--- config.mk ---
export PLATFORM = sky130hd
export DESIGN_NAME = insertion_sort_with_counters_core_flat
export DESIGN_NICKNAME = d
export VERILOG_FILES = /design/src/rtl/iswc_pkg.sv /design/src/rtl/iswc_if.sv /design/src/rtl/iswc_datapath.sv /design/src/rtl/iswc_controller.sv /design/src/rtl/insertion_sort_with_counters_core.sv /design/src/flat_wrapper.sv
export SDC_FILE = /design/constraint.sdc
export NUM_CORES = 2
export LEC_CHECK = 0
export BUFFER_PORTS_ARGS = -buffer_cell sky130_fd_sc_hd__buf_2
export CELL_PAD_IN_SITES_DETAIL_PLACEMENT = 0
export CELL_PAD_IN_SITES_GLOBAL_PLACEMENT = 1
export CORE_UTILIZATION = 55
export CTS_CLUSTER_DIAMETER = 80
export DETAILED_ROUTE_END_ITERATION = 10
export PLACE_DENSITY = 0.77
export SETUP_SLACK_MARGIN = 0.2
export SLEW_MARGIN = 20
export SYNTH_ARGS = -nofsm -noshare
export SYNTH_HDL_FRONTEND = slang
export SYNTH_SLANG_ARGS = --single-unit
export TNS_END_PERCENT = 50
--- constraint.sdc ---
create_clock -name clock -period 9 [get_ports clock]
set_clock_uncertainty 0.15 [all_clocks]
set_input_delay 0.9 -clock clock [delete_from_list [all_inputs] [get_ports clock]]
set_output_delay 0.9 -clock clock [all_outputs]
set_load 0.005 [all_outputs]
--- src/rtl/iswc_pkg.sv ---
// Package: widths, constants and controller/datapath types of the insertion sorter.
package iswc_pkg;

   localparam int CAPACITY = 64;
   localparam int DEPTH    = 64;
   localparam int ADDR_W   = 6;
   localparam int CNT_W    = 7;
   localparam int VALUE_W  = 32;
   localparam int SHIFT_W  = 11;
   localparam int WRITE_W  = 12;

   typedef logic signed [VALUE_W-1:0] value_type;
   typedef logic [ADDR_W-1:0]         addr_type;
   typedef logic [CNT_W-1:0]          count_type;
   typedef logic [SHIFT_W-1:0]        shift_type;
   typedef logic [WRITE_W-1:0]        write_type;

   // Read address source of the store
   typedef enum logic [2:0] {
      RD_I,
      RD_I_PREV,
      RD_SLOT_PREV2,
      RD_K,
      RD_K_NEXT
   } rd_sel_type;

   typedef struct packed {
      logic       store_item;
      logic       start_sort;
      rd_sel_type rd_sel;
      logic       take_key;
      logic       shift_up;
      logic       place_key;
      logic       load_out;
      logic       next_out;
      logic       clear_run;
   } cmd_type;

   typedef struct packed {
      logic sort_done;
      logic greater;
      logic slot_is_one;
      logic out_is_last;
   } status_type;

endpackage

--- src/rtl/iswc_if.sv ---
// Interfaces: request and response channels of the insertion sorter.
interface iswc_req_if;
   logic                     valid;
   logic                     ready;
   iswc_pkg::value_type      value;
   logic                     last_in;

   modport source (output valid, output value, output last_in, input ready);
   modport sink   (input valid, input value, input last_in, output ready);
endinterface

interface iswc_rsp_if;
   logic                     valid;
   logic                     ready;
   iswc_pkg::value_type      sorted_value;
   logic                     last_out;
   iswc_pkg::shift_type      shift_count;
   iswc_pkg::write_type      write_count;
   logic                     overflow;

   modport source (output valid, output sorted_value, output last_out,
                   output shift_count, output write_count, output overflow,
                   input ready);
   modport sink   (input valid, input sorted_value, input last_out,
                   input shift_count, input write_count, input overflow,
                   output ready);
endinterface

--- src/rtl/iswc_datapath.sv ---
// Datapath: element store, sort indices, move counters and response register.
module iswc_datapath (
   input  logic                 clock,
   input  logic                 reset,
   input  iswc_pkg::cmd_type    cmd,
   input  iswc_pkg::value_type  item_value,
   output iswc_pkg::status_type status,
   output iswc_pkg::value_type  sorted_value,
   output logic                 last_out,
   output iswc_pkg::shift_type  shift_count,
   output iswc_pkg::write_type  write_count,
   output logic                 overflow
);

   iswc_pkg::value_type store_ff [iswc_pkg::DEPTH];
   iswc_pkg::value_type rdata_ff;
   iswc_pkg::value_type key_ff;
   iswc_pkg::value_type sorted_value_ff;
   logic                last_out_ff;

   iswc_pkg::count_type count_ff, count_in;
   iswc_pkg::count_type i_ff, i_in;
   iswc_pkg::addr_type  slot_ff, slot_in;
   iswc_pkg::addr_type  k_ff, k_in;
   iswc_pkg::shift_type shift_ff, shift_in;
   iswc_pkg::write_type write_ff, write_in;
   logic                overflow_ff, overflow_in;

   logic                full;
   logic                we;
   iswc_pkg::addr_type  waddr;
   iswc_pkg::value_type wdata;
   iswc_pkg::addr_type  raddr;

   assign full = count_ff >= iswc_pkg::count_type'(iswc_pkg::CAPACITY);

   // store write port: load, shift up, key placement
   always_comb begin
      we    = 1'b0;
      waddr = count_ff[iswc_pkg::ADDR_W-1:0];
      wdata = item_value;
      if (cmd.store_item && !full) begin
         we = 1'b1;
      end else if (cmd.shift_up) begin
         we    = 1'b1;
         waddr = slot_ff;
         wdata = rdata_ff;
      end else if (cmd.place_key) begin
         we    = 1'b1;
         waddr = slot_ff;
         wdata = key_ff;
      end
   end

   always_comb begin
      case (cmd.rd_sel)
         iswc_pkg::RD_I:          raddr = i_ff[iswc_pkg::ADDR_W-1:0];
         iswc_pkg::RD_I_PREV:     raddr = i_ff[iswc_pkg::ADDR_W-1:0] - iswc_pkg::addr_type'(1);
         iswc_pkg::RD_SLOT_PREV2: raddr = slot_ff - iswc_pkg::addr_type'(2);
         iswc_pkg::RD_K:          raddr = k_ff;
         iswc_pkg::RD_K_NEXT:     raddr = k_ff + iswc_pkg::addr_type'(1);
         default:                 raddr = k_ff;
      endcase
   end

   always_ff @(posedge clock) begin
      if (we) begin
         store_ff[waddr] <= wdata;
      end
      rdata_ff <= store_ff[raddr];
      if (cmd.take_key) begin
         key_ff <= rdata_ff;
      end
      if (cmd.load_out) begin
         sorted_value_ff <= rdata_ff;
         last_out_ff     <= status.out_is_last;
      end
   end

   always_comb begin
      count_in    = count_ff;
      i_in        = i_ff;
      slot_in     = slot_ff;
      k_in        = k_ff;
      shift_in    = shift_ff;
      write_in    = write_ff;
      overflow_in = overflow_ff;
      if (cmd.store_item) begin
         if (full) begin
            overflow_in = 1'b1;
         end else begin
            count_in = count_ff + iswc_pkg::count_type'(1);
         end
      end
      if (cmd.start_sort) begin
         i_in = iswc_pkg::count_type'(1);
         k_in = '0;
      end
      if (cmd.take_key) begin
         slot_in = i_ff[iswc_pkg::ADDR_W-1:0];
      end
      if (cmd.shift_up) begin
         slot_in  = slot_ff - iswc_pkg::addr_type'(1);
         shift_in = shift_ff + iswc_pkg::shift_type'(1);
         write_in = write_ff + iswc_pkg::write_type'(1);
      end
      if (cmd.place_key) begin
         write_in = write_ff + iswc_pkg::write_type'(1);
         i_in     = i_ff + iswc_pkg::count_type'(1);
      end
      if (cmd.next_out) begin
         k_in = k_ff + iswc_pkg::addr_type'(1);
      end
      if (cmd.clear_run) begin
         count_in    = '0;
         shift_in    = '0;
         write_in    = '0;
         overflow_in = 1'b0;
      end
   end

   always_ff @(posedge clock) begin
      if (reset) begin
         count_ff    <= '0;
         i_ff        <= '0;
         slot_ff     <= '0;
         k_ff        <= '0;
         shift_ff    <= '0;
         write_ff    <= '0;
         overflow_ff <= 1'b0;
      end else begin
         count_ff    <= count_in;
         i_ff        <= i_in;
         slot_ff     <= slot_in;
         k_ff        <= k_in;
         shift_ff    <= shift_in;
         write_ff    <= write_in;
         overflow_ff <= overflow_in;
      end
   end

   assign status.sort_done   = i_ff >= count_ff;
   assign status.greater     = rdata_ff > key_ff;
   assign status.slot_is_one = slot_ff == iswc_pkg::addr_type'(1);
   assign status.out_is_last =
      (iswc_pkg::count_type'(k_ff) + iswc_pkg::count_type'(1)) == count_ff;

   assign sorted_value = sorted_value_ff;
   assign last_out     = last_out_ff;
   assign shift_count  = shift_ff;
   assign write_count  = write_ff;
   assign overflow     = overflow_ff;

endmodule

--- src/rtl/iswc_controller.sv ---
// Controller: sequencing of load, insertion passes and response emission.
module iswc_controller (
   input  logic                 clock,
   input  logic                 reset,
   input  logic                 req_valid,
   input  logic                 req_last,
   output logic                 req_ready,
   output logic                 rsp_valid,
   input  logic                 rsp_ready,
   input  iswc_pkg::status_type status,
   output iswc_pkg::cmd_type    cmd
);

   typedef enum logic [2:0] {
      S_LOAD,
      S_KEY_RD,
      S_KEY_LD,
      S_CMP,
      S_PLACE,
      S_OUT_LD,
      S_OUT_WAIT
   } state_type;

   state_type state_ff, state_in;
   logic      rsp_valid_ff, rsp_valid_in;

   assign req_ready = state_ff == S_LOAD;
   assign rsp_valid = rsp_valid_ff;

   always_comb begin
      state_in     = state_ff;
      rsp_valid_in = rsp_valid_ff;
      cmd          = '0;
      cmd.rd_sel   = iswc_pkg::RD_K;
      case (state_ff)
         S_LOAD: begin
            if (req_valid) begin
               cmd.store_item = 1'b1;
               if (req_last) begin
                  cmd.start_sort = 1'b1;
                  state_in       = S_KEY_RD;
               end
            end
         end
         S_KEY_RD: begin
            if (status.sort_done) begin
               cmd.rd_sel = iswc_pkg::RD_K;
               state_in   = S_OUT_LD;
            end else begin
               cmd.rd_sel = iswc_pkg::RD_I;
               state_in   = S_KEY_LD;
            end
         end
         S_KEY_LD: begin
            cmd.take_key = 1'b1;
            cmd.rd_sel   = iswc_pkg::RD_I_PREV;
            state_in     = S_CMP;
         end
         S_CMP: begin
            if (status.greater) begin
               cmd.shift_up = 1'b1;
               cmd.rd_sel   = iswc_pkg::RD_SLOT_PREV2;
               if (status.slot_is_one) begin
                  state_in = S_PLACE;
               end
            end else begin
               cmd.place_key = 1'b1;
               state_in      = S_KEY_RD;
            end
         end
         S_PLACE: begin
            cmd.place_key = 1'b1;
            state_in      = S_KEY_RD;
         end
         S_OUT_LD: begin
            cmd.load_out = 1'b1;
            cmd.rd_sel   = iswc_pkg::RD_K_NEXT;
            rsp_valid_in = 1'b1;
            state_in     = S_OUT_WAIT;
         end
         S_OUT_WAIT: begin
            cmd.rd_sel = iswc_pkg::RD_K_NEXT;
            if (rsp_ready) begin
               rsp_valid_in = 1'b0;
               if (status.out_is_last) begin
                  cmd.clear_run = 1'b1;
                  state_in      = S_LOAD;
               end else begin
                  cmd.next_out = 1'b1;
                  state_in     = S_OUT_LD;
               end
            end
         end
         default: begin
            state_in     = S_LOAD;
            rsp_valid_in = 1'b0;
         end
      endcase
   end

   always_ff @(posedge clock) begin
      if (reset) begin
         state_ff     <= S_LOAD;
         rsp_valid_ff <= 1'b0;
      end else begin
         state_ff     <= state_in;
         rsp_valid_ff <= rsp_valid_in;
      end
   end

endmodule

--- src/rtl/insertion_sort_with_counters_core.sv ---
// Top level: insertion sorter with shift and write counters.
//
//   Channel   Role   Handshake      Payload
//   req_chan  sink   valid/ready    value[31:0] signed, last_in
//   rsp_chan  source valid/ready    sorted_value[31:0] signed, last_out,
//                                   shift_count[10:0], write_count[11:0], overflow
//
// Load: one request per cycle while collecting; elements past the 64-entry
//   store are dropped and flag overflow on every response of the set.
// Sort: per key, S_KEY_RD and S_KEY_LD fetch it, then each compare in S_CMP moves
//   an element up or stops, and S_PLACE follows when the key lands in entry 0. The
//   store has a single write port and a single registered read port.
// Emit: each response is loaded in S_OUT_LD and held in S_OUT_WAIT until taken;
//   after the request marked last, none is taken until the final response goes.
// Reset: synchronous, active high; counters clear at once, the store is not
//   cleared since every entry whose read value is used was written in the set.
module insertion_sort_with_counters_core (
   input  logic         clock,
   input  logic         reset,
   iswc_req_if.sink     req_chan,
   iswc_rsp_if.source   rsp_chan
);

   iswc_pkg::cmd_type    cmd;
   iswc_pkg::status_type status;

   // sequencer: decides when a request is taken and when a response shows
   iswc_controller u_ctrl (
      .clock     (clock),
      .reset     (reset),
      .req_valid (req_chan.valid),
      .req_last  (req_chan.last_in),
      .req_ready (req_chan.ready),
      .rsp_valid (rsp_chan.valid),
      .rsp_ready (rsp_chan.ready),
      .status    (status),
      .cmd       (cmd)
   );

   // store, indices, counters and the response register
   iswc_datapath u_dp (
      .clock        (clock),
      .reset        (reset),
      .cmd          (cmd),
      .item_value   (req_chan.value),
      .status       (status),
      .sorted_value (rsp_chan.sorted_value),
      .last_out     (rsp_chan.last_out),
      .shift_count  (rsp_chan.shift_count),
      .write_count  (rsp_chan.write_count),
      .overflow     (rsp_chan.overflow)
   );

endmodule

--- src/flat_wrapper.sv ---
// flat-port wrapper written by rule: the top's interface ports become plain ports
module insertion_sort_with_counters_core_flat 
  (clock, reset, req_chan_valid, req_chan_value, req_chan_last_in, req_chan_ready, rsp_chan_valid, rsp_chan_sorted_value, rsp_chan_last_out, rsp_chan_shift_count, rsp_chan_write_count, rsp_chan_overflow, rsp_chan_ready);
  iswc_req_if req_chan_i ();
  iswc_rsp_if rsp_chan_i ();
  input  logic clock;
  input  logic reset;
  input wire logic [$bits(req_chan_i.valid)-1:0] req_chan_valid;
  input wire logic [$bits(req_chan_i.value)-1:0] req_chan_value;
  input wire logic [$bits(req_chan_i.last_in)-1:0] req_chan_last_in;
  output wire logic [$bits(req_chan_i.ready)-1:0] req_chan_ready;
  output wire logic [$bits(rsp_chan_i.valid)-1:0] rsp_chan_valid;
  output wire logic [$bits(rsp_chan_i.sorted_value)-1:0] rsp_chan_sorted_value;
  output wire logic [$bits(rsp_chan_i.last_out)-1:0] rsp_chan_last_out;
  output wire logic [$bits(rsp_chan_i.shift_count)-1:0] rsp_chan_shift_count;
  output wire logic [$bits(rsp_chan_i.write_count)-1:0] rsp_chan_write_count;
  output wire logic [$bits(rsp_chan_i.overflow)-1:0] rsp_chan_overflow;
  input wire logic [$bits(rsp_chan_i.ready)-1:0] rsp_chan_ready;
  assign req_chan_i.valid = req_chan_valid;
  assign req_chan_i.value = req_chan_value;
  assign req_chan_i.last_in = req_chan_last_in;
  assign req_chan_ready = req_chan_i.ready;
  assign rsp_chan_valid = rsp_chan_i.valid;
  assign rsp_chan_sorted_value = rsp_chan_i.sorted_value;
  assign rsp_chan_last_out = rsp_chan_i.last_out;
  assign rsp_chan_shift_count = rsp_chan_i.shift_count;
  assign rsp_chan_write_count = rsp_chan_i.write_count;
  assign rsp_chan_overflow = rsp_chan_i.overflow;
  assign rsp_chan_i.ready = rsp_chan_ready;
  insertion_sort_with_counters_core u_core (.clock(clock), .reset(reset), .req_chan(req_chan_i), .rsp_chan(rsp_chan_i));
endmodule
==> run summary <==
The flow ran to the end, and the final reports show no timing, DRC or antenna violations. The critical path goes through ha_1 -> nand2_1 -> o21ai_0 -> a211oi_1 -> o21ai_4 -> a21o_2 -> buf_4 -> a21o_4 -> buf_4 -> mux2i_1 -> mux2i_1 -> o22ai_1 -> o21ai_0 -> and4_1. The clock-pin slew reported for the worst setup and hold paths after clock tree synthesis came out at 60 ps. The final-report hold violation count came out at 0.

The area growth from synthesis to layout is 12.77%. After synthesis the netlist holds a flip-flop and latch count of 2,199. The portion of the post-synthesis area used by sequential elements is 0.7466, and the number of cells on the worst reg-to-reg path is 14. Timing would allow up to 0.1351 GHz. Detailed router's first-iteration violation count: 7,706.

For the worst endpoint required time, the log shows 9510 ps. The H-tree generated during clock tree synthesis spans 4 levels. The worst flop-to-flop path endpoint was u_core.u_dp.rdata_ff[26]$_DFF_P_. Once layout is done, the placed cells without fillers occupy 0.09844 mm2. Number of global-route vias before repair: 50.74k. Most numerous cell in the Yosys netlist: sky130_fd_sc_hd__edfxtp_1. For this run the aggregate overflow at the end of global routing stands at 0. In this run the tool buffered the top-level ports with 95 buffer cells. 96 I/O pins were placed. The tools report the post-detailed-placement cell area as 0.09145 mm2. The startpoint identified for the worst hold timing path is req_chan_valid.

Synthesis instantiated 74 different standard cells from the library. The run gives 0.08729 mm2 as the post-synth design cell area. The run gives 154,400 um as the final HPWL from detailed placement. The tools report the net count of the finished layout as 6,083. Setup violations remaining at the end of the flow were counted as 0. Setup total negative slack on the finished layout was measured at 0 ps.

The most used flip-flop cell after synthesis is sky130_fd_sc_hd__edfxtp_1. The initial cell density of the core was 0.5562; the cell area power density was 410.8 mW/mm2. The congestion estimate from routability-driven global placement came to 0.9493.

The tools report the max-slew headroom at the worst pin as 0.09415. The clock latency on the worst-skew pair came out at 850 ps. The worst hold path terminates at u_core.u_dp.overflow$_SDFFE_PP0P_. Sorting the synthesized cells by how often they occur yields sky130_fd_sc_hd__edfxtp_1 (2,113), sky130_fd_sc_hd__nand2_1 (1,059), sky130_fd_sc_hd__nand3_1 (528). The die is 400.4 um wide.

The wire length of the first global-routing pass was 374,000 um; the maximum ir drop on the vdd rail was 0.0004514 V. The launching element type of the critical path was a register. The number of buffers on the longest clock path was 3; the placeable core region was 0.1569 mm2. sky130_fd_sc_hd__edfxtp_1 takes more of the synthesized area than any other cell. The arrival time reported for the critical path endpoint was 7910 ps. The total DRC errors in the routed layout is 0. The number of placement rows was 145.

In this run the remaining antenna-violating nets after routing total 0. After clock tree synthesis, the setup repair step added 0 buffers. The share of the synthesized area in the top cell type was 0.7269.

The die covers 0.1603 mm2. Total nets after synthesis: 5,920. By startpoint and endpoint, the worst setup path is classified as reg2reg. The run gives 54.15k as the total via count in the routed design.

The largest individual stage delay along the critical path comes from the cell sky130_fd_sc_hd__o21ai_0. Final critical path time including I/O delays and setup: 7404 ps. The tools report the source of the worst register-to-register timing path as u_core.u_dp.rdata_ff[3]$_DFF_P_. The logs give 33.05 nW for the leakage power and 31 for the initial antenna violation count. The fraction of synthesis flops using an asynchronous set or reset pin works out to 0. For this run, the number of Yosys warnings is 0.

The class of the most critical hold timing path was in2reg. For the pin with the worst max-slew slack, the measured transition is 1345 ps. After clock tree synthesis, the repair step resized 0 gates.

Max-capacitance violation count: 0. The tools report the total of fill cells in the finished design as 11.31k. The worst hold path cell count works out to 3. After detailed routing, the average wire length per cell comes to 32.21 um.

For the final core utilization, the log shows 0.6273. The die height is 400.4 um, and the all-layer global routing usage is 0.3284. Detailed-routing iteration count for the pre-antenna-repair pass: 8. CTS placed an instance of sky130_fd_sc_hd__clkbuf_16 at the clock tree root. In this run the worst path has a maximum fanout of 43.

Using the TritonRoute via totals, the vias-per-cell ratio works out to 6.570. The layout cell share with drive strength beyond 1 works out to 0.1412. Delay of the slowest cell on the worst path: 850 ps. Setup repair after global routing left no endpoint under its margin.

The run gives 0 as the hold-fix buffer count after cts. The run gives 1600 ps as the setup slack of the worst register-to-register path. In this run the mean area of a mapped cell was 14.96 um2.

For the maximum number of pins on one net before global-route repair, the log shows 162. In the post-synthesis netlist, the biggest area contributors are sky130_fd_sc_hd__edfxtp_1 (73%), sky130_fd_sc_hd__nand2_1 (4.6%), sky130_fd_sc_hd__mux2i_1 (3.8%). The wire length reported by the detailed router is 265,500 um. Ratio of final minimum period to clock period: 0.8226.

The number of synthesized flops with an enable pin was 2,113; the gate count of the mapped netlist was 5,833. For this design, the sink count on the clock tree is 2,199. Clock tree synthesis inserted a total of 213 buffers.

The endpoint class of the critical path was a register. The run gives 0 as the max-slew violation count. TritonCTS built the clock tree.
## flip-flops by register name (all words and copies together), names as in the netlist
register / cells
u_core.u_dp.overflow: 1
u_core.u_dp.rdata_ff: 32
u_core.u_ctrl.state_ff: 3
u_core.u_ctrl.rsp_valid: 1
u_core.u_dp.last_out: 1
u_core.u_dp.key_ff: 32
u_core.u_dp.sorted_value: 32
u_core.u_dp.i_ff: 7
u_core.u_dp.k_ff: 6
u_core.u_dp.shift_count: 11
u_core.u_dp.slot_ff: 6
u_core.u_dp.count_ff: 7
u_core.u_dp.write_count: 12
u_core.u_dp.store_ff: 2048
## area by class of cell
type	instances	area [um2]	area share
inverter	82	307.8	0.003127
tap	2058	2575	0.02616
sequential	2199	65170	0.6621
multi-input combinational	3192	21170	0.2151
timing repair buffer	308	2225	0.02260
antenna	9	22.52	0.0002288
clock buffer	247	5529	0.05617
clock inverter	146	1433	0.01455
## cell families after synthesis
| logic type | after synthesis | synth area share |
|---|---|---|
| AOI/OAI and AO/OA | 751 | 0.05712 |
| and+or+nand+nor | 1903 | 0.09488 |
| adders and majority gates | 50 | 0.007167 |
| xor gates and xnor gates | 38 | 0.003813 |
| DFF | 2199 | 0.7466 |
| buffers and inverters | 442 | 0.02285 |
| muxes | 450 | 0.06754 |
## layer usage
metal	part of all wire	wire length (um)	track usage	vias up
li1	-	-	-	22700
met1	0.38	99590	0.4548	27380
met2	0.45	120200	0.4966	3412
met3	0.11	30350	0.06843	631
met4	0.057	15220	0.1665	24
met5	0.00064	171	0	-
## layout by cell type, fill, tap and decap left out, drive strengths merged, types with 59 or more instances in the layout
cell type | Yosys | routed
a211oi | 70 | 70
a21oi | 163 | 163
a31oi | 104 | 104
a32oi | 59 | 59
buf | 188 | 308
clkbuf | 172 | 247
clkinv | 0 | 119
dfxtp | 86 | 86
edfxtp | 2113 | 2113
inv | 82 | 86
mux2i | 334 | 334
mux4 | 110 | 110
nand2 | 1059 | 1059
nand3 | 529 | 529
nor2 | 149 | 149
o21ai | 118 | 118
o22ai | 93 | 93
## critical path, delay by kind of cell (launching register included)
family / cells / cell delay (ps)
AND/OR/NAND/NOR: 2 / 730
adder cells (fa/ha/maj): 1 / 290
flip-flops: 1 / 780
multiplexers: 2 / 300
AO/OA/AOI/OAI: 7 / 3860
buffers and inverters: 2 / 980
## stage by stage
| stage | std cells | worst slack [ps] | hold slack (ps) | total power, W |
|---|---|---|---|---|
| finish | 8241 | 1596 | 285.9 | 0.04044 |
| global route | 8232 | 1528 | 266.6 | 0.04176 |
| CTS | 8232 | 1591 | 231.8 | 0.04022 |
| detailed placement | 7839 | 1636 | 327.2 | 0.03144 |
| global placement | 7834 | 1420 | 314.4 | 0.03127 |
| floorplan | 5833 | 3769 | 286.0 | 0.02396 |
## worst max-delay path by stage
stage                                      from                                    end  cells after the start
2_1_floorplan  u_core.u_dp.key_ff[30]$_DFFE_PP_  u_core.u_dp.store_ff[0][21]$_DFFE_PP_                     12
3_3_place_gp    u_core.u_dp.rdata_ff[3]$_DFF_P_       u_core.u_dp.rdata_ff[25]$_DFF_P_                     15
3_5_place_dp    u_core.u_dp.rdata_ff[3]$_DFF_P_       u_core.u_dp.rdata_ff[16]$_DFF_P_                     15
4_1_cts         u_core.u_dp.rdata_ff[3]$_DFF_P_       u_core.u_dp.rdata_ff[16]$_DFF_P_                     15
5_1_grt         u_core.u_dp.rdata_ff[3]$_DFF_P_       u_core.u_dp.rdata_ff[16]$_DFF_P_                     15
6_report        u_core.u_dp.rdata_ff[3]$_DFF_P_       u_core.u_dp.rdata_ff[26]$_DFF_P_                     14
## where the power goes
group | internal [W] | switching [W] | total, W | leakage [nW]
Combinational | 0.00538 | 0.0133 | 0.0187 | 9.94
Sequential | 0.0127 | 0.000227 | 0.0129 | 19.7
Clock | 0.00501 | 0.00387 | 0.00888 | 3.42
Total | 0.0231 | 0.0174 | 0.0404 | 33.0
Note: power is estimated with default switching activity, not from simulation.
